===== src/sv/compass_heading_with_limits_assert.svh =====
// Assertion macros shared by the compass heading block
`ifndef COMPASS_HEADING_WITH_LIMITS_ASSERT_SVH
`define COMPASS_HEADING_WITH_LIMITS_ASSERT_SVH

// Same-cycle implication, disabled while reset is asserted
`define CHWL_ASSERT_IMPLY(label, clk, rst_n, ante, cons, msg) \
	label: assert property (@(posedge clk) disable iff (!rst_n) (ante) |-> (cons)) \
		else $error(msg);

// Next-cycle implication, disabled while reset is asserted
`define CHWL_ASSERT_NEXT(label, clk, rst_n, ante, cons, msg) \
	label: assert property (@(posedge clk) disable iff (!rst_n) (ante) |=> (cons)) \
		else $error(msg);

`endif


===== src/sv/chwl_pkg.sv =====
// Types and constants of the compass heading block
package chwl_pkg;

	// widest sample the block supports; queue entries carry samples at this width
	localparam int SAMPLE_MAX_BITS = 16;

	// CORDIC datapath: samples are scaled by 2^24, plus headroom for gain and sign
	localparam int PRESCALE_SH = 24;
	localparam int CORDIC_GUARD = 26;

	// angle accumulator, degrees times 2^16
	localparam int ANG_W = 27;
	localparam int ATAN_ENTRIES = 24;
	localparam int ATAN_IDX_W = 5;
	localparam int ATAN_W = 22;

	localparam logic [ATAN_W-1:0] ATAN_Q16 [ATAN_ENTRIES] = '{
		22'd2949120, 22'd1740967, 22'd919879, 22'd466945,
		22'd234379, 22'd117304, 22'd58666, 22'd29335,
		22'd14668, 22'd7334, 22'd3667, 22'd1833,
		22'd917, 22'd458, 22'd229, 22'd115,
		22'd57, 22'd29, 22'd14, 22'd7,
		22'd4, 22'd2, 22'd1, 22'd0
	};

	localparam logic signed [ANG_W-1:0] DEG180 = 27'sd11796480;
	localparam logic signed [ANG_W-1:0] DEG360 = 27'sd23592960;

	// degrees times 2^16 to degrees times 2^6, round half up
	localparam logic [ANG_W-1:0] ROUND_HALF = 27'd512;
	localparam int ROUND_SH = 10;

	localparam int HEADING_W = 15;
	localparam logic [HEADING_W:0] HEADING_FULL = 16'd23040;

	localparam int MIN_W = 13;
	localparam int MAX_W = 12;

	localparam int QUEUE_DEPTH = 2;
	localparam int QUEUE_PTR_W = $clog2(QUEUE_DEPTH);

	// one classified sample waiting for the CORDIC engine
	typedef struct packed {
		logic signed [SAMPLE_MAX_BITS-1:0] x;
		logic signed [SAMPLE_MAX_BITS-1:0] y;
		logic                              zero;
		logic                              neg;
		logic signed [MIN_W-1:0]           x_min;
		logic        [MAX_W-1:0]           x_max;
		logic signed [MIN_W-1:0]           y_min;
		logic        [MAX_W-1:0]           y_max;
		logic signed [MIN_W-1:0]           z_min;
		logic        [MAX_W-1:0]           z_max;
	} job_t;

endpackage


===== src/sv/chwl_if.sv =====
// Valid/ready channel interfaces for samples and results

interface chwl_sample_if #(
	parameter int SAMPLE_BITS = 13
);
	logic                          valid;
	logic                          ready;
	logic signed [SAMPLE_BITS-1:0] x_sample;
	logic signed [SAMPLE_BITS-1:0] y_sample;
	logic signed [SAMPLE_BITS-1:0] z_sample;

	modport source(output valid, x_sample, y_sample, z_sample, input ready);
	modport sink(input valid, x_sample, y_sample, z_sample, output ready);
endinterface

interface chwl_result_if;
	logic                                     valid;
	logic                                     ready;
	logic        [chwl_pkg::HEADING_W-1:0]    heading_q6;
	logic signed [chwl_pkg::MIN_W-1:0]        x_min_out;
	logic        [chwl_pkg::MAX_W-1:0]        x_max_out;
	logic signed [chwl_pkg::MIN_W-1:0]        y_min_out;
	logic        [chwl_pkg::MAX_W-1:0]        y_max_out;
	logic signed [chwl_pkg::MIN_W-1:0]        z_min_out;
	logic        [chwl_pkg::MAX_W-1:0]        z_max_out;

	modport source(output valid, heading_q6, x_min_out, x_max_out, y_min_out, y_max_out,
		z_min_out, z_max_out, input ready);
	modport sink(input valid, heading_q6, x_min_out, x_max_out, y_min_out, y_max_out,
		z_min_out, z_max_out, output ready);
endinterface


===== src/sv/chwl_front.sv =====
// Front end: accepts samples, tracks axis bounds, classifies for the CORDIC engine
`include "compass_heading_with_limits_assert.svh"

module chwl_front #(
	parameter int SAMPLE_BITS = 13
) (
	input  logic                clk,
	input  logic                arst_n,
	chwl_sample_if.sink         sample,
	input  logic                full,
	output logic                push,
	output chwl_pkg::job_t      job
);

	logic signed [SAMPLE_BITS-1:0] xv, yv, zv;
	logic signed [SAMPLE_BITS-1:0] x_low_q, x_high_q, y_low_q, y_high_q, z_low_q, z_high_q;
	logic signed [SAMPLE_BITS-1:0] x_lo_n, x_hi_n, y_lo_n, y_hi_n, z_lo_n, z_hi_n;

	assign xv = sample.x_sample;
	assign yv = sample.y_sample;
	assign zv = sample.z_sample;

	assign sample.ready = !full;
	assign push = sample.valid && !full;

	always_comb begin
		x_lo_n = (xv < x_low_q)  ? xv : x_low_q;
		x_hi_n = (xv > x_high_q) ? xv : x_high_q;
		y_lo_n = (yv < y_low_q)  ? yv : y_low_q;
		y_hi_n = (yv > y_high_q) ? yv : y_high_q;
		z_lo_n = (zv < z_low_q)  ? zv : z_low_q;
		z_hi_n = (zv > z_high_q) ? zv : z_high_q;
	end

	always_ff @(posedge clk or negedge arst_n) begin
		if (!arst_n) begin
			x_low_q  <= '0;
			x_high_q <= '0;
			y_low_q  <= '0;
			y_high_q <= '0;
			z_low_q  <= '0;
			z_high_q <= '0;
		end else if (push) begin
			x_low_q  <= x_lo_n;
			x_high_q <= x_hi_n;
			y_low_q  <= y_lo_n;
			y_high_q <= y_hi_n;
			z_low_q  <= z_lo_n;
			z_high_q <= z_hi_n;
		end
	end

	// the job carries the bounds as they stand after this transaction
	always_comb begin
		job.x     = chwl_pkg::SAMPLE_MAX_BITS'(xv);
		job.y     = chwl_pkg::SAMPLE_MAX_BITS'(yv);
		job.zero  = (xv == '0) && (yv == '0);
		job.neg   = xv[SAMPLE_BITS-1];
		job.x_min = chwl_pkg::MIN_W'(x_lo_n);
		job.x_max = chwl_pkg::MAX_W'(x_hi_n);
		job.y_min = chwl_pkg::MIN_W'(y_lo_n);
		job.y_max = chwl_pkg::MAX_W'(y_hi_n);
		job.z_min = chwl_pkg::MIN_W'(z_lo_n);
		job.z_max = chwl_pkg::MAX_W'(z_hi_n);
	end

	`CHWL_ASSERT_IMPLY(a_bounds_span_zero, clk, arst_n, 1'b1,
		x_low_q <= 0 && x_high_q >= 0 && y_low_q <= 0 && y_high_q >= 0 &&
		z_low_q <= 0 && z_high_q >= 0, "axis bounds no longer include zero")
	`CHWL_ASSERT_NEXT(a_low_tracks, clk, arst_n, push && xv < x_low_q,
		x_low_q == $past(xv), "x minimum missed a smaller sample")

endmodule


===== src/sv/chwl_queue.sv =====
// Short queue of classified samples between front end and CORDIC engine
`include "compass_heading_with_limits_assert.svh"

module chwl_queue (
	input  logic           clk,
	input  logic           arst_n,
	input  logic           push,
	input  chwl_pkg::job_t push_job,
	output logic           full,
	input  logic           pop,
	output chwl_pkg::job_t pop_job,
	output logic           empty
);

	chwl_pkg::job_t entry_q [chwl_pkg::QUEUE_DEPTH];

	logic [chwl_pkg::QUEUE_PTR_W-1:0] wr_ptr_q, rd_ptr_q;
	logic [chwl_pkg::QUEUE_PTR_W:0]   count_q;

	assign full    = (count_q == (chwl_pkg::QUEUE_PTR_W + 1)'(chwl_pkg::QUEUE_DEPTH));
	assign empty   = (count_q == '0);
	assign pop_job = entry_q[rd_ptr_q];

	always_ff @(posedge clk) begin
		if (push) begin
			entry_q[wr_ptr_q] <= push_job;
		end
	end

	always_ff @(posedge clk or negedge arst_n) begin
		if (!arst_n) begin
			wr_ptr_q <= '0;
			rd_ptr_q <= '0;
			count_q  <= '0;
		end else begin
			if (push) begin
				wr_ptr_q <= wr_ptr_q + 1'b1;
			end
			if (pop) begin
				rd_ptr_q <= rd_ptr_q + 1'b1;
			end
			case ({push, pop})
				2'b10:   count_q <= count_q + 1'b1;
				2'b01:   count_q <= count_q - 1'b1;
				default: count_q <= count_q;
			endcase
		end
	end

	`CHWL_ASSERT_IMPLY(a_no_overflow, clk, arst_n, push, !full,
		"push into a full queue")
	`CHWL_ASSERT_IMPLY(a_no_underflow, clk, arst_n, pop, !empty,
		"pop from an empty queue")
	`CHWL_ASSERT_NEXT(a_count_up, clk, arst_n, push && !pop,
		count_q == $past(count_q) + 1'b1, "queue count lost a push")

endmodule


===== src/sv/chwl_cordic.sv =====
// Back end: iterative vectoring CORDIC for the heading, plus the result register
`include "compass_heading_with_limits_assert.svh"

module chwl_cordic #(
	parameter int CORDIC_STEPS = 16,
	parameter int SAMPLE_BITS  = 13
) (
	input  logic           clk,
	input  logic           arst_n,
	input  logic           empty,
	input  chwl_pkg::job_t pop_job,
	output logic           pop,
	chwl_result_if.source  result
);

	localparam int W      = SAMPLE_BITS + chwl_pkg::CORDIC_GUARD;
	localparam int HI_W   = W - chwl_pkg::PRESCALE_SH;
	localparam int STEP_W = $clog2(CORDIC_STEPS);
	localparam logic [STEP_W-1:0] LAST_STEP = STEP_W'(CORDIC_STEPS - 1);

	typedef enum logic [3:0] {
		S_IDLE = 4'b0001,
		S_RUN  = 4'b0010,
		S_FOLD = 4'b0100,
		S_DONE = 4'b1000
	} state_t;

	state_t                             state_q;
	logic [STEP_W-1:0]                  step_q;
	logic signed [W-1:0]                x_q, y_q;
	logic signed [chwl_pkg::ANG_W-1:0]  ang_q;
	chwl_pkg::job_t                     job_q;

	logic signed [W-1:0]                x_pre, y_pre, x_sh, y_sh, x_nx, y_nx;
	logic signed [chwl_pkg::ANG_W-1:0]  at, ang_nx, ang_fold;
	logic [chwl_pkg::ANG_W-1:0]         rnd;
	logic [chwl_pkg::HEADING_W:0]       h_raw;
	logic [chwl_pkg::HEADING_W-1:0]     heading_d;
	logic                               can_write;

	logic                               res_valid_q;
	logic [chwl_pkg::HEADING_W-1:0]     heading_q;
	logic signed [chwl_pkg::MIN_W-1:0]  x_min_q, y_min_q, z_min_q;
	logic [chwl_pkg::MAX_W-1:0]         x_max_q, y_max_q, z_max_q;

	assign pop       = (state_q == S_IDLE) && !empty;
	assign can_write = !res_valid_q || result.ready;

	// scale by 2^24 on load
	assign x_pre = {HI_W'(pop_job.x), {chwl_pkg::PRESCALE_SH{1'b0}}};
	assign y_pre = {HI_W'(pop_job.y), {chwl_pkg::PRESCALE_SH{1'b0}}};

	always_comb begin
		x_sh = x_q >>> step_q;
		y_sh = y_q >>> step_q;
		at   = chwl_pkg::ANG_W'(chwl_pkg::ATAN_Q16[chwl_pkg::ATAN_IDX_W'(step_q)]);
		// rotate toward the X axis: clockwise while y is non-negative
		if (!y_q[W-1]) begin
			x_nx   = x_q + y_sh;
			y_nx   = y_q - x_sh;
			ang_nx = ang_q + at;
		end else begin
			x_nx   = x_q - y_sh;
			y_nx   = y_q + x_sh;
			ang_nx = ang_q - at;
		end
		ang_fold = ang_q[chwl_pkg::ANG_W-1] ? ang_q + chwl_pkg::DEG360 : ang_q;
	end

	always_comb begin
		rnd   = ang_q + chwl_pkg::ROUND_HALF;
		h_raw = (chwl_pkg::HEADING_W + 1)'(rnd >> chwl_pkg::ROUND_SH);
		if (h_raw >= chwl_pkg::HEADING_FULL) begin
			heading_d = chwl_pkg::HEADING_W'(h_raw - chwl_pkg::HEADING_FULL);
		end else begin
			heading_d = chwl_pkg::HEADING_W'(h_raw);
		end
	end

	always_ff @(posedge clk or negedge arst_n) begin
		if (!arst_n) begin
			state_q     <= S_IDLE;
			step_q      <= '0;
			res_valid_q <= 1'b0;
		end else begin
			if (state_q == S_DONE && can_write) begin
				res_valid_q <= 1'b1;
			end else if (result.ready) begin
				res_valid_q <= 1'b0;
			end
			unique case (state_q)
				S_IDLE: begin
					if (!empty) begin
						state_q <= S_RUN;
						step_q  <= '0;
					end
				end
				S_RUN: begin
					if (step_q == LAST_STEP) begin
						state_q <= S_FOLD;
					end else begin
						step_q <= step_q + 1'b1;
					end
				end
				S_FOLD: state_q <= S_DONE;
				S_DONE: begin
					if (can_write) begin
						state_q <= S_IDLE;
					end
				end
				default: state_q <= S_IDLE;
			endcase
		end
	end

	always_ff @(posedge clk) begin
		if (pop) begin
			job_q <= pop_job;
			// pre-rotate the left half plane by 180 degrees
			x_q   <= pop_job.neg ? -x_pre : x_pre;
			y_q   <= pop_job.neg ? -y_pre : y_pre;
			ang_q <= pop_job.neg ? chwl_pkg::DEG180 : '0;
		end else if (state_q == S_RUN) begin
			x_q   <= x_nx;
			y_q   <= y_nx;
			ang_q <= ang_nx;
		end else if (state_q == S_FOLD) begin
			ang_q <= ang_fold;
		end
		if (state_q == S_DONE && can_write) begin
			heading_q <= job_q.zero ? '0 : heading_d;
			x_min_q   <= job_q.x_min;
			x_max_q   <= job_q.x_max;
			y_min_q   <= job_q.y_min;
			y_max_q   <= job_q.y_max;
			z_min_q   <= job_q.z_min;
			z_max_q   <= job_q.z_max;
		end
	end

	assign result.valid      = res_valid_q;
	assign result.heading_q6 = heading_q;
	assign result.x_min_out  = x_min_q;
	assign result.x_max_out  = x_max_q;
	assign result.y_min_out  = y_min_q;
	assign result.y_max_out  = y_max_q;
	assign result.z_min_out  = z_min_q;
	assign result.z_max_out  = z_max_q;

	`CHWL_ASSERT_NEXT(a_load_starts_run, clk, arst_n, pop,
		state_q == S_RUN && step_q == '0, "load did not start the iterations")
	`CHWL_ASSERT_NEXT(a_run_ends, clk, arst_n, state_q == S_RUN && step_q == LAST_STEP,
		state_q == S_FOLD, "iteration count overran")
	`CHWL_ASSERT_IMPLY(a_heading_range, clk, arst_n, res_valid_q,
		{1'b0, heading_q} < chwl_pkg::HEADING_FULL, "heading not below 360 degrees")

endmodule


===== src/sv/compass_heading_with_limits.sv =====
// Compass heading with running axis limits: top level
//
// Channel "sample" (valid/ready) takes one signed X, Y, Z magnetometer reading per
// transaction. Channel "result" (valid/ready) returns one transaction per sample:
// heading_q6 = atan2(Y, X) in degrees times 64, folded to 0..359.98 and rounded,
// with X = Y = 0 giving 0, plus the smallest and largest reading of each axis
// seen so far, zero included, bounds included for the sample just taken.
// A sample is taken while the queue is not full: the front end updates the bounds and
// writes a two-entry queue. The CORDIC engine reads the queue, runs CORDIC_STEPS
// iterations of one shared shift-add unit, folds and rounds the angle, and
// loads the result register; it reads no new sample from the queue until the
// result register has taken the last one.
// Reset clears all six bounds to zero, empties the queue and drops result valid.
// A stalled receiver holds the result register; the engine finishes the next
// sample and waits, and the front end keeps taking samples until the queue fills.

module compass_heading_with_limits #(
	parameter int CORDIC_STEPS = 16,
	parameter int SAMPLE_BITS  = 13
) (
	input  logic          clk,
	input  logic          arst_n,
	chwl_sample_if.sink   sample,
	chwl_result_if.source result
);

	logic           push, full, pop, empty;
	chwl_pkg::job_t push_job, pop_job;

	chwl_front #(
		.SAMPLE_BITS(SAMPLE_BITS)
	) u_front (
		.clk    (clk),
		.arst_n (arst_n),
		.sample (sample),
		.full   (full),
		.push   (push),
		.job    (push_job)
	);

	chwl_queue u_queue (
		.clk      (clk),
		.arst_n   (arst_n),
		.push     (push),
		.push_job (push_job),
		.full     (full),
		.pop      (pop),
		.pop_job  (pop_job),
		.empty    (empty)
	);

	chwl_cordic #(
		.CORDIC_STEPS(CORDIC_STEPS),
		.SAMPLE_BITS (SAMPLE_BITS)
	) u_cordic (
		.clk     (clk),
		.arst_n  (arst_n),
		.empty   (empty),
		.pop_job (pop_job),
		.pop     (pop),
		.result  (result)
	);

endmodule


===== src/flat_wrapper.sv =====
// flat-port wrapper written by rule: the top's interface ports become plain ports
module compass_heading_with_limits_flat 
#(
	parameter int CORDIC_STEPS = 16,
	parameter int SAMPLE_BITS  = 13
)
  (clk, arst_n, sample_valid, sample_x_sample, sample_y_sample, sample_z_sample, sample_ready, result_valid, result_heading_q6, result_x_min_out, result_x_max_out, result_y_min_out, result_y_max_out, result_z_min_out, result_z_max_out, result_ready);
  chwl_sample_if #(.SAMPLE_BITS(SAMPLE_BITS)) sample_i ();
  chwl_result_if result_i ();
  input  logic clk;
  input  logic arst_n;
  input wire logic [$bits(sample_i.valid)-1:0] sample_valid;
  input wire logic [$bits(sample_i.x_sample)-1:0] sample_x_sample;
  input wire logic [$bits(sample_i.y_sample)-1:0] sample_y_sample;
  input wire logic [$bits(sample_i.z_sample)-1:0] sample_z_sample;
  output wire logic [$bits(sample_i.ready)-1:0] sample_ready;
  output wire logic [$bits(result_i.valid)-1:0] result_valid;
  output wire logic [$bits(result_i.heading_q6)-1:0] result_heading_q6;
  output wire logic [$bits(result_i.x_min_out)-1:0] result_x_min_out;
  output wire logic [$bits(result_i.x_max_out)-1:0] result_x_max_out;
  output wire logic [$bits(result_i.y_min_out)-1:0] result_y_min_out;
  output wire logic [$bits(result_i.y_max_out)-1:0] result_y_max_out;
  output wire logic [$bits(result_i.z_min_out)-1:0] result_z_min_out;
  output wire logic [$bits(result_i.z_max_out)-1:0] result_z_max_out;
  input wire logic [$bits(result_i.ready)-1:0] result_ready;
  assign sample_i.valid = sample_valid;
  assign sample_i.x_sample = sample_x_sample;
  assign sample_i.y_sample = sample_y_sample;
  assign sample_i.z_sample = sample_z_sample;
  assign sample_ready = sample_i.ready;
  assign result_valid = result_i.valid;
  assign result_heading_q6 = result_i.heading_q6;
  assign result_x_min_out = result_i.x_min_out;
  assign result_x_max_out = result_i.x_max_out;
  assign result_y_min_out = result_i.y_min_out;
  assign result_y_max_out = result_i.y_max_out;
  assign result_z_min_out = result_i.z_min_out;
  assign result_z_max_out = result_i.z_max_out;
  assign result_i.ready = result_ready;
  compass_heading_with_limits #(.CORDIC_STEPS(CORDIC_STEPS), .SAMPLE_BITS(SAMPLE_BITS)) u_core (.clk(clk), .arst_n(arst_n), .sample(sample_i), .result(result_i));
endmodule

===== config.mk =====
export PLATFORM = sky130hd
export DESIGN_NAME = compass_heading_with_limits_flat
export DESIGN_NICKNAME = d
export VERILOG_FILES = /design/src/sv/chwl_pkg.sv /design/src/sv/chwl_if.sv /design/src/sv/chwl_front.sv /design/src/sv/chwl_queue.sv /design/src/sv/chwl_cordic.sv /design/src/sv/compass_heading_with_limits.sv /design/src/flat_wrapper.sv
export VERILOG_INCLUDE_DIRS = /design/src /design/src/sv
export SDC_FILE = /design/constraint.sdc
export NUM_CORES = 1
export LEC_CHECK = 0
export ABC_AREA = 1
export BUFFER_PORTS_ARGS = -buffer_cell sky130_fd_sc_hd__buf_4
export CORE_UTILIZATION = 35
export DETAILED_ROUTE_END_ITERATION = 8
export GPL_TIMING_DRIVEN = 0
export PLACE_DENSITY_LB_ADDON = 0.1
export SYNTH_ARGS = -nofsm -noshare
export SYNTH_HDL_FRONTEND = slang
export SYNTH_SLANG_ARGS = --single-unit

===== constraint.sdc =====
create_clock -name clk -period 7.6 [get_ports clk]
set_input_delay 1.52 -clock clk [delete_from_list [all_inputs] [get_ports clk]]
set_output_delay 1.52 -clock clk [all_outputs]
set_load 0.005 [all_outputs]

== Yosys cells after proc, flatten, opt, wreduce, memory -nomap -nowiden ==
Memory sizes are Yosys's and may differ from the RTL's.
Cells that the tools add are included.

* Add/sub/neg operators: 16
* Magnitude comparators: 8
* Equal/unequal tests: 12
* Shifts and indexed selects: 2
* Multiplexer cells: 35
* Bitwise gates (word level): 1
* Reductions and logical operators: 23

{| class="wikitable"
|+ Operator list
! kind !! count
|-
| $mux 39 || 8
|-
| $mux 27 || 5
|-
| $add 39x39->39 || 2
|-
| $neg 39->39 || 2
|-
| $sshr 39x4->39 || 2
|-
| $sub 39x39->39 || 2
|-
| $mux 22 || 2
|-
| $gt 13x13->1 || 3
|-
| $lt 13x13->1 || 3
|-
| $mux 13 || 3
|-
| $mux 12 || 3
|-
| $add 27x23->27 || 1
|-
| $add 27x26->27 const B || 1
|-
| $sub 27x23->27 || 1
|-
| $add 26x10->26 const B || 1
|-
| $logic_not 13->1 || 2
|-
| $mux 24 || 1
|-
| $mux 4 || 5
|-
| $ge 16x15->1 const B || 1
|-
| $pmux 4 s4 || 1
|-
| $mux 15 || 1
|-
| $sub 15x15->15 const B || 1
|-
| $eq 4x4->1 const B || 2
|-
| $ne 2x2->1 const B || 4
|-
| 22 further kinds || 40
|}

* Register bits: 362
* Memory bits (writable): 218
* Bits in read-only memories: 704
* Input port bits: 43
* Output and inout port bits: 92
* Logic and storage cells: 132
* Memories kept: 2

{| class="wikitable"
|+ Memory list
! name !! words !! width !! read ports !! clocked after memory_dff !! wr ports !! line !! source
|-
| (name not given) || 32 || 22 || 1 || 0 || 0 || chwl_cordic.sv:56 || <nowiki>at = chwl_pkg::ANG_W'(chwl_pkg::ATAN_Q16[chwl_pkg::ATAN_IDX_W'(step_q)]);</nowiki>
|-
| u_core.u_queue.entry_q || 2 || 109 || 1 || 0 || 1 || chwl_queue.sv:15 || <nowiki>chwl_pkg::job_t entry_q [chwl_pkg::QUEUE_DEPTH];</nowiki>
|}

== Depth between registers and ports, before layout ==
Gate-level depths: netlist of run 1.

* Depth in word-level cells: 8
* Gate-level depth with buffers: 34
* Gate-level depth less buffers: 31

== Hierarchy ==
A second synthesis of run 1 with hierarchy kept.

* Cells, all modules: 4,826
* Area total of the unflattened synthesis: 38,373.1 sq um

{| class="wikitable"
|+ By module, submodules not included
! module !! times used !! cells an instance !! area an instance (sq um) !! sequential area each (sq um)
|-
| chwl_cordic || 1 || 3,215 || 22,970.8 || 8,364.3
|-
| chwl_queue || 1 || 593 || 8,353.0 || 6,646.4
|-
| chwl_front || 1 || 1,018 || 7,049.3 || 1,951.9
|}

== Least setup slack after synthesis of run 1 ==
OpenSTA, ideal clock, no wires.

* Kind: in2reg
* From: input port sample_valid
* To: memory u_core.u_queue.entry_q[0][0] (netlist name) (enable)
* Library setup time: 0.564 ns
* Arrival: 6.157 ns
* Required time: 7.036 ns
* Path slack: 0.879 ns
* Cell stages on the path: 3
* Buffers on the path: 1
* Cell sequence: nand2_1 clkbuf_1 nor2_1

* Longest elaborated chain between the ends: 3

{| class="wikitable"
|+ Ends and longest elaborated chain
! what !! line !! source
|-
| from (decl) || flat_wrapper.sv:12 || <nowiki>input wire logic [$bits(sample_i.valid)-1:0] sample_valid;</nowiki>
|-
| $logic_and 1x1->1 || chwl_front.sv:24 || <nowiki>assign push = sample.valid && !full;</nowiki>
|-
| $mux 1 || chwl_queue.sv:25 || <nowiki>if (push) begin</nowiki>
|-
| $mux 1 (implied by the code) || chwl_queue.sv:26 || <nowiki>entry_q[wr_ptr_q] <= push_job;</nowiki>
|-
| to (decl) || chwl_queue.sv:15 ||
|}

No other way between the ends.

== Worst setup path after layout of run 1 ==
* From: register u_core.u_cordic.y_q[38]
* To: register u_core.u_cordic.x_q[31] (data pin)

* Longest elaborated chain between the ends: 5
* Elaborated cells between the ends (all ways): 6
* Those cells by class: add/sub: 2; shift: 1; mux: 3

{| class="wikitable"
|+ Ends and longest elaborated chain
! what !! line !! source
|-
| from (decl) || chwl_cordic.sv:30 || <nowiki>logic signed [W-1:0] x_q, y_q;</nowiki>
|-
| from (signal assigned) || chwl_cordic.sv:121 || <nowiki>y_q <= pop_job.neg ? -y_pre : y_pre;</nowiki>
|-
| from (signal assigned) || chwl_cordic.sv:125 || <nowiki>y_q <= y_nx;</nowiki>
|-
| $sshr 39x4->39 || chwl_cordic.sv:55 || <nowiki>y_sh = y_q >>> step_q;</nowiki>
|-
| $add 39x39->39 or $sub 39x39->39 (tied branches) || chwl_cordic.sv:59, chwl_cordic.sv:63 ||
|-
| $mux 39 (*) || chwl_cordic.sv:58 || <nowiki>if (!y_q[W-1]) begin</nowiki>
|-
| $mux 39 (*) || chwl_cordic.sv:123 || <nowiki>end else if (state_q == S_RUN) begin</nowiki>
|-
| $mux 39 (*) || chwl_cordic.sv:117 || <nowiki>if (pop) begin</nowiki>
|-
| to (signal assigned) || chwl_cordic.sv:120 || <nowiki>x_q <= pop_job.neg ? -x_pre : x_pre;</nowiki>
|-
| to (signal assigned) || chwl_cordic.sv:124 || <nowiki>x_q <= x_nx;</nowiki>
|-
| to (decl) || chwl_cordic.sv:30 ||
|}

Mark *: on every way between the ends. The rest lies on a longest branch, timed or not. The select of a mux whose other input is x is not followed.
A chain may end at the register's enable or synchronous reset.

==> impl_metrics.csv, run 1 <==
group,metric,value,unit
logic_synthesis,yosys_warnings,0,
grt,grt.total_usage,0.249,
clock_tree,clockRootBuffer,"clkbuf_16",
detailed_routing,drt_pass1_iterations,6,
sta,worst_slack,1610,ps
grt,overflow,0,
clock_tree,postCtsHoldBufs,0,
sta,max_freq,167,MHz
sta,min_period_over_period,0.789,
placement,place.port_buffers,134,
status,result_of_the_run,"completed",
logic_synthesis,top_flip_flop_cell_by_instance_count_after_synthesis,"edfxtp_1",
logic_synthesis,yosys.area.top_type_share,0.393,
clock_tree,cts_buffers,69,
critical_path,path_class,"flop to flop",
grt,first_pass_grt_wire_length,195,mm
clock_tree,cts.sinks,566,
clock_tree,tritoncts,"built",
sta,timing.final.crit_period,5990,ps
critical_path,critPathMaxStageDelay,900,ps
logic_synthesis,synthMostInstantiatedCell,"nand2_1",
sta,number_of_hold_violations_in_the_final_report,0,
sta,slew_headroom,0.234,
placement,gp_routability_congestion,0.965,
clock_tree,clockBufferDepth,3,
sta,max_slew_violation_count,0,
placement,place_hpwl,101,mm
sta,worstMarginPinSlew,1150,ps
detailed_routing,ant_nets,0,
placement,placed_area,39400,um^2
critical_path,critPathRequiredTime,7960,ps
clock_tree,cts-resized-gates,0,
flow_run,max_cap_viol_count,0,
floorplan,dieWidth,324,um
logic_synthesis,synthDominantAreaCellType,"edfxtp_1",
cells_and_area,area_overhead_of_the_layout_relative_to_synthesis,14.9,%
logic_synthesis,synthesis.instances,4503,
clock_tree,worst_skew_pair.late_latency,650,ps
logic_synthesis,synth_area,36300,um^2
logic_synthesis,synth_enable_flop_cells,475,
floorplan,initial_utilization,0.355,
placement,pre_cts_ws,1670,ps
logic_synthesis,yosysSeqAreaShare,0.455,
detailed_routing,drt-vias-per-instance,5.27,
grt,first_global_vias,30500,
floorplan,floorplan.die.height,324,um
floorplan,io_pins,135,
sta,setup_viol,0,
detailed_routing,total_via_count_after_detailed_routing,32400,
detailed_routing,drtIter0Drc,3021,
logic_synthesis,synth_nets,4743,
critical_path,worst_ep_arrival_time,6360,ps
sta,rsz_0062_raised_after_global_routing,"no",
critical_path,crit_path_top_delay_cell,"buf_1",
logic_synthesis,synth_commonest_cells,"1238 x nand2_1, 475 x edfxtp_1, 449 x nand3_1",
cells_and_area,finalInstanceArea,41800,um^2
logic_synthesis,ys_ff_latch,566,
critical_path,cp_max_fanout,10,
clock_tree,cts.reportedPaths.clkPinSlew,60,ps
grt,pin_count_of_the_biggest_net_entering_global_routing,74,
logic_synthesis,yosys.cell_types.count,60,
critical_path,regToRegSetupSlack,1610,ps
hold_path,hp-class,"flop to flop",
grt,number_of_antenna_violations_at_the_first_check_in_global_routing,7,
floorplan,core.rowCount,117,
logic_synthesis,synth.area.top_cells,"edfxtp_1 39%, nand2_1 13%, ha_1 6.7%, dfrtp_1 6.2%, nand3_1 6.2%",
detailed_routing,wl_per_cell,21.3,um
logic_synthesis,syn-mean-instance-area,8.07,um^2
critical_path,worstSetupStartpointType,"flop",
cells_and_area,num-nets-final,4961,
floorplan,dieArea,105000,um^2
clock_tree,cts_setup_buffers,0,
logic_synthesis,asyncSetResetFlopFracSynth,0.161,
critical_path,cp_common_cell,"nand2_1",
sta,clock-skew-final,45.0,ps
detailed_routing,totalWireLength,131,mm
floorplan,design.core.area,102000,um^2
clock_tree,cts.htree.levels,3,
critical_path,cp_cell_sequence,"clkbuf_1 -> clkbuf_1 -> buf_1 -> nor2_1 -> xor2_1 -> ha_1 -> a21oi_1 -> nand2_1 -> nand2_1 -> nand2_1 -> a21oi_1 -> o21ai_0 -> a21oi_1 -> o21ai_0 -> o21ai_0 -> nand2_1",
cells_and_area,layout-drive-gt1-share,0.0881,
detailed_routing,drc,0,
critical_path,critical_path.endpoint_type,"flop",
state kept, by name, summed over array words and instances, names as in the netlist, 2 cells and up:
name                               cells
u_core.u_cordic.ang_q                 27
u_core.u_cordic.job_q                 76
u_core.u_cordic.result.heading_q6     15
u_core.u_cordic.result.x_max_out      12
u_core.u_cordic.result.x_min_out      13
u_core.u_cordic.result.y_max_out      12
u_core.u_cordic.result.y_min_out      13
u_core.u_cordic.result.z_max_out      12
u_core.u_cordic.result.z_min_out      13
u_core.u_cordic.state_q                4
u_core.u_cordic.step_q                 4
u_core.u_cordic.x_q                   39
u_core.u_cordic.y_q                   39
u_core.u_front.x_high_q               13
u_core.u_front.x_low_q                13
u_core.u_front.y_high_q               13
u_core.u_front.y_low_q                13
u_core.u_front.z_high_q               13
u_core.u_front.z_low_q                13
u_core.u_queue.count_q                 2
u_core.u_queue.entry_q               204
stage by stage:
stage               hold WS [ps]  TNS [ps]  std cells  utilization
floorplan                    400         0       4503            -
global placement             402   -700550       6005        0.382
detailed placement           405         0       6018        0.385
CTS                          401         0       6144        0.408
global route                 411         0       6146        0.408
finish                       403         0       6146        0.408
critical path: cells and delay by family (launching register included):
| family | cells | cell delay, ps |
|---|---|---|
| AND/OR/NAND/NOR | 5 | 680 |
| flip-flops | 1 | 430 |
| AO/OA/AOI/OAI | 6 | 1810 |
| XOR/XNOR | 1 | 220 |
| buffers and inverters | 3 | 2220 |
| adder cells (fa/ha/maj) | 1 | 370 |
area by class of cell:
class                   count  area [um^2]
diodes                      2         5.00
plain buffers             151          724
clock buffers              95         1930
clock inverters            31          445
fillers                 10500        60600
inverters                 437         1650
multi-input cells        3349        17500
flip-flops and latches    566        16500
well taps                1368         1710
repair buffers            147         1300
kinds of logic after synthesis:
| kind of cell | after synthesis | synth area share |
|---|---|---|
| buffers and inverters | 588 | 0.0651 |
| and+or+nand+nor | 2224 | 0.260 |
| DFF | 566 | 0.455 |
| adders and majority gates | 197 | 0.0685 |
| muxes | 10 | 0.00275 |
| AOI/OAI and AO/OA | 806 | 0.121 |
| xor gates and xnor gates | 112 | 0.0270 |
worst paths after layout:
check / from / to / cells past startpoint
max in group asynchronous: arst_n / u_core.u_front.x_high_q[9] / 2
min in group asynchronous: arst_n / u_core.u_cordic.step_q[0] / 1
max: u_core.u_cordic.y_q[38] / u_core.u_cordic.x_q[31] / 16
min: u_core.u_cordic.job_q[2] / u_core.u_cordic.result.z_max_out[2] / 0
min reg2reg: u_core.u_cordic.job_q[2] / u_core.u_cordic.result.z_max_out[2] / 0
max reg2reg: u_core.u_cordic.y_q[38] / u_core.u_cordic.x_q[31] / 16
routing by layer:
layer	part of all wire	wire (um)	global-route usage
met4	0.032	4140	0.0818
met3	0.059	7670	0.0360
met2	0.45	59400	0.397
met1	0.45	59500	0.345
met5	0.00041	53	0
cells in the final DEF (no fill, tap or decap), drive strengths merged, types with 43 or more instances in the layout:
cell type  instances
ha               194
nand4             48
xor2              92
o21ai            406
inv              437
edfxtp           475
a21oi            286
nand2           1260
nor2             357
nand3            455
dfrtp             90
buf              229
nor3              43
clkbuf           164
Power of run 1 is not shown: default switching activity piles up to over one toggle a cycle in this logic, so the estimate is an artifact.
==> run 2, diff against run 1 <==
==> constraint.sdc (replaced) <==
create_clock -name clk -period 6.2 [get_ports clk]
set_input_delay 1.24 -clock clk [delete_from_list [all_inputs] [get_ports clk]]
set_output_delay 1.24 -clock clk [all_outputs]
set_load 0.005 [all_outputs]
==> run 2 against run 1 <==
Die area did not move. Hold slack improved by 14 ps. Sequential cell count did not move.
==> impl_metrics.csv, run 2 (same netlist as run 1, synthesis figures left out) <==
group,metric,value,unit
status,result_of_the_run,"completed",
clock_tree,cts.htree.levels,3,
detailed_routing,ant_nets,0,
cells_and_area,num-nets-final,4963,
cells_and_area,area.sequential,16500,um^2
floorplan,floorplan.die.height,324,um
detailed_routing,drt-vias-per-instance,5.23,
sta,number_of_hold_violations_in_the_final_report,0,
placement,gp_routability_congestion,0.970,
critical_path,cp_max_fanout,9,
cells_and_area,filler_cell_count,10400,
sta,rsz_0062_raised_after_global_routing,"no",
grt,grt.total_usage,0.248,
cells_and_area,registers.top_by_ff_count,"u_core.u_queue.entry_q",
sta,worstMarginPinSlew,1140,ps
detailed_routing,drt_pass1_iterations,8,
detailed_routing,drc,0,
sta,max_slew_violation_count,0,
cells_and_area,multiInputGateArea,17500,um^2
detailed_routing,wl_per_cell,21.2,um
flow_run,max_cap_viol_count,0,
critical_path,worst_ep_arrival_time,6290,ps
placement,place.port_buffers,134,
clock_tree,clockBufferDepth,3,
grt,first_pass_grt_wire_length,194,mm
floorplan,core.rowCount,117,
floorplan,io_pins,135,
critical_path,timing.critical_path.max_delay_family,"simple AND/OR/NAND/NOR gates",
clock_tree,cts.reportedPaths.clkPinSlew,60,ps
sta,slew_headroom,0.239,
clock_tree,worst_skew_pair.late_latency,660,ps
floorplan,dieWidth,324,um
floorplan,dieArea,105000,um^2
critical_path,crit_path_top_delay_cell,"nor3_1",
cells_and_area,layout-drive-gt1-share,0.0898,
clock_tree,clockRootBuffer,"clkbuf_16",
detailed_routing,drtIter0Drc,3073,
critical_path,worstSetupStartpointType,"flop",
cells_and_area,area_overhead_of_the_layout_relative_to_synthesis,14.7,%
clock_tree,cts.sinks,566,
grt,first_global_vias,30400,
cells_and_area,largest_register_ffs,204,
grt,overflow,0,
sta,timing.final.crit_period,5900,ps
critical_path,critPathMaxStageDelay,580,ps
floorplan,initial_utilization,0.355,
grt,pin_count_of_the_biggest_net_entering_global_routing,81,
grt,number_of_antenna_violations_at_the_first_check_in_global_routing,6,
cells_and_area,largest_registers,"u_core.u_queue.entry_q x204, u_core.u_cordic.job_q x76",
sta,setup_viol,0,
detailed_routing,totalWireLength,130,mm
critical_path,critPathRequiredTime,6580,ps
sta,worst_slack,295,ps
critical_path,critical_path.endpoint_type,"flop",
cells_and_area,final_cell_mix,"1237 x nand2_1, 475 x edfxtp_1, 449 x nand3_1, 424 x inv_1, 358 x o21ai_0",
clock_tree,cts_buffers,70,
sta,clock-skew-final,33.1,ps
hold_path,hp-class,"input port to async pin",
sta,min_period_over_period,0.952,
placement,pre_cts_ws,116,ps
placement,place_hpwl,101,mm
floorplan,design.core.area,102000,um^2
critical_path,buffering_stage_count_on_the_worst_path_with_inverters_included,4,
critical_path,cp_common_cell,"nand2_1",
cells_and_area,most_common_library_cell_in_the_layout_ignoring_fill_and_taps,"nand2_1",
sta,fin_tns_setup,0,ps
sta,max_freq,169,MHz
detailed_routing,total_via_count_after_detailed_routing,32200,
clock_tree,tritoncts,"built",
critical_path,path_class,"flop to flop",
[run 2: worst reg2reg max path, stage by stage, from the launching register on]
cell	delay [ps]
dfrtp_1	400
buf_4	210
inv_4	80
nand2_1	350
inv_1	240
nand2_1	110
nand2_1	50
inv_1	50
nand3_1	90
nand2_1	260
nand3_2	180
nor3_1	580
nor2_1	110
xor2_1	190
ha_1	380
nand2_1	170
nor2_1	140
nor2_1	80
nand2_1	110
a21oi_1	140
o21ai_0	560
a21oi_1	310
o21ai_0	520
a21oi_1	110
o21ai_0	130
nand2_1	70
[run 2: worst paths after layout]
path	startpoint	endpoint	slack, ps	cells past startpoint
min in group clk	u_core.u_cordic.job_q[68]	u_core.u_cordic.result.x_min_out[6]	420	0
hold reg to reg	u_core.u_cordic.job_q[68]	u_core.u_cordic.result.x_min_out[6]	420	0
setup reg to reg	u_core.u_cordic.step_q[1]	u_core.u_cordic.x_q[31]	300	25
hold / removal	arst_n	u_core.u_cordic.step_q[2]	420	1
max in group asynchronous	arst_n	u_core.u_front.y_high_q[0]	4920	2
setup / recovery	u_core.u_cordic.step_q[1]	u_core.u_cordic.x_q[31]	300	25
[run 2: cell type report]
type | count | share of cell area
multi-input cells | 3349 | 0.419
clock buffers | 84 | 0.0443
diodes | 3 | 0.000180
inverters | 437 | 0.0395
well taps | 1368 | 0.0411
flip-flops and latches | 566 | 0.397
plain buffers | 151 | 0.0174
clock inverters | 42 | 0.00987
repair buffers | 148 | 0.0320
[run 2: stage by stage]
step	hold WS, ps	utilization	cells	area [um^2]
after detailed placement	405	0.385	6019	39400
after CTS	388	0.407	6145	41700
after global placement	402	0.382	6005	39100
after floorplan	400	-	4503	36300
final	416	0.407	6148	41700
after global routing	412	0.407	6147	41700
[run 2: per-layer routing]
metal  up-vias  GRT usage  share of wire
met4         6     0.0838          0.032
met5         -          0        0.00035
li1      15800          -              -
met1     15200      0.336           0.45
met2       994      0.402           0.46
met3       208     0.0405          0.061
[run 2: repair_timing]
action | CTS | global route
hold buffers | 0 | 0
endpoints found under the hold margin | 0 | 0
buffers inserted | 0 | 0
endpoints found under the setup margin | 0 | 3
gates resized for setup | 0 | 2
Power of run 2 is left out for the same reason.
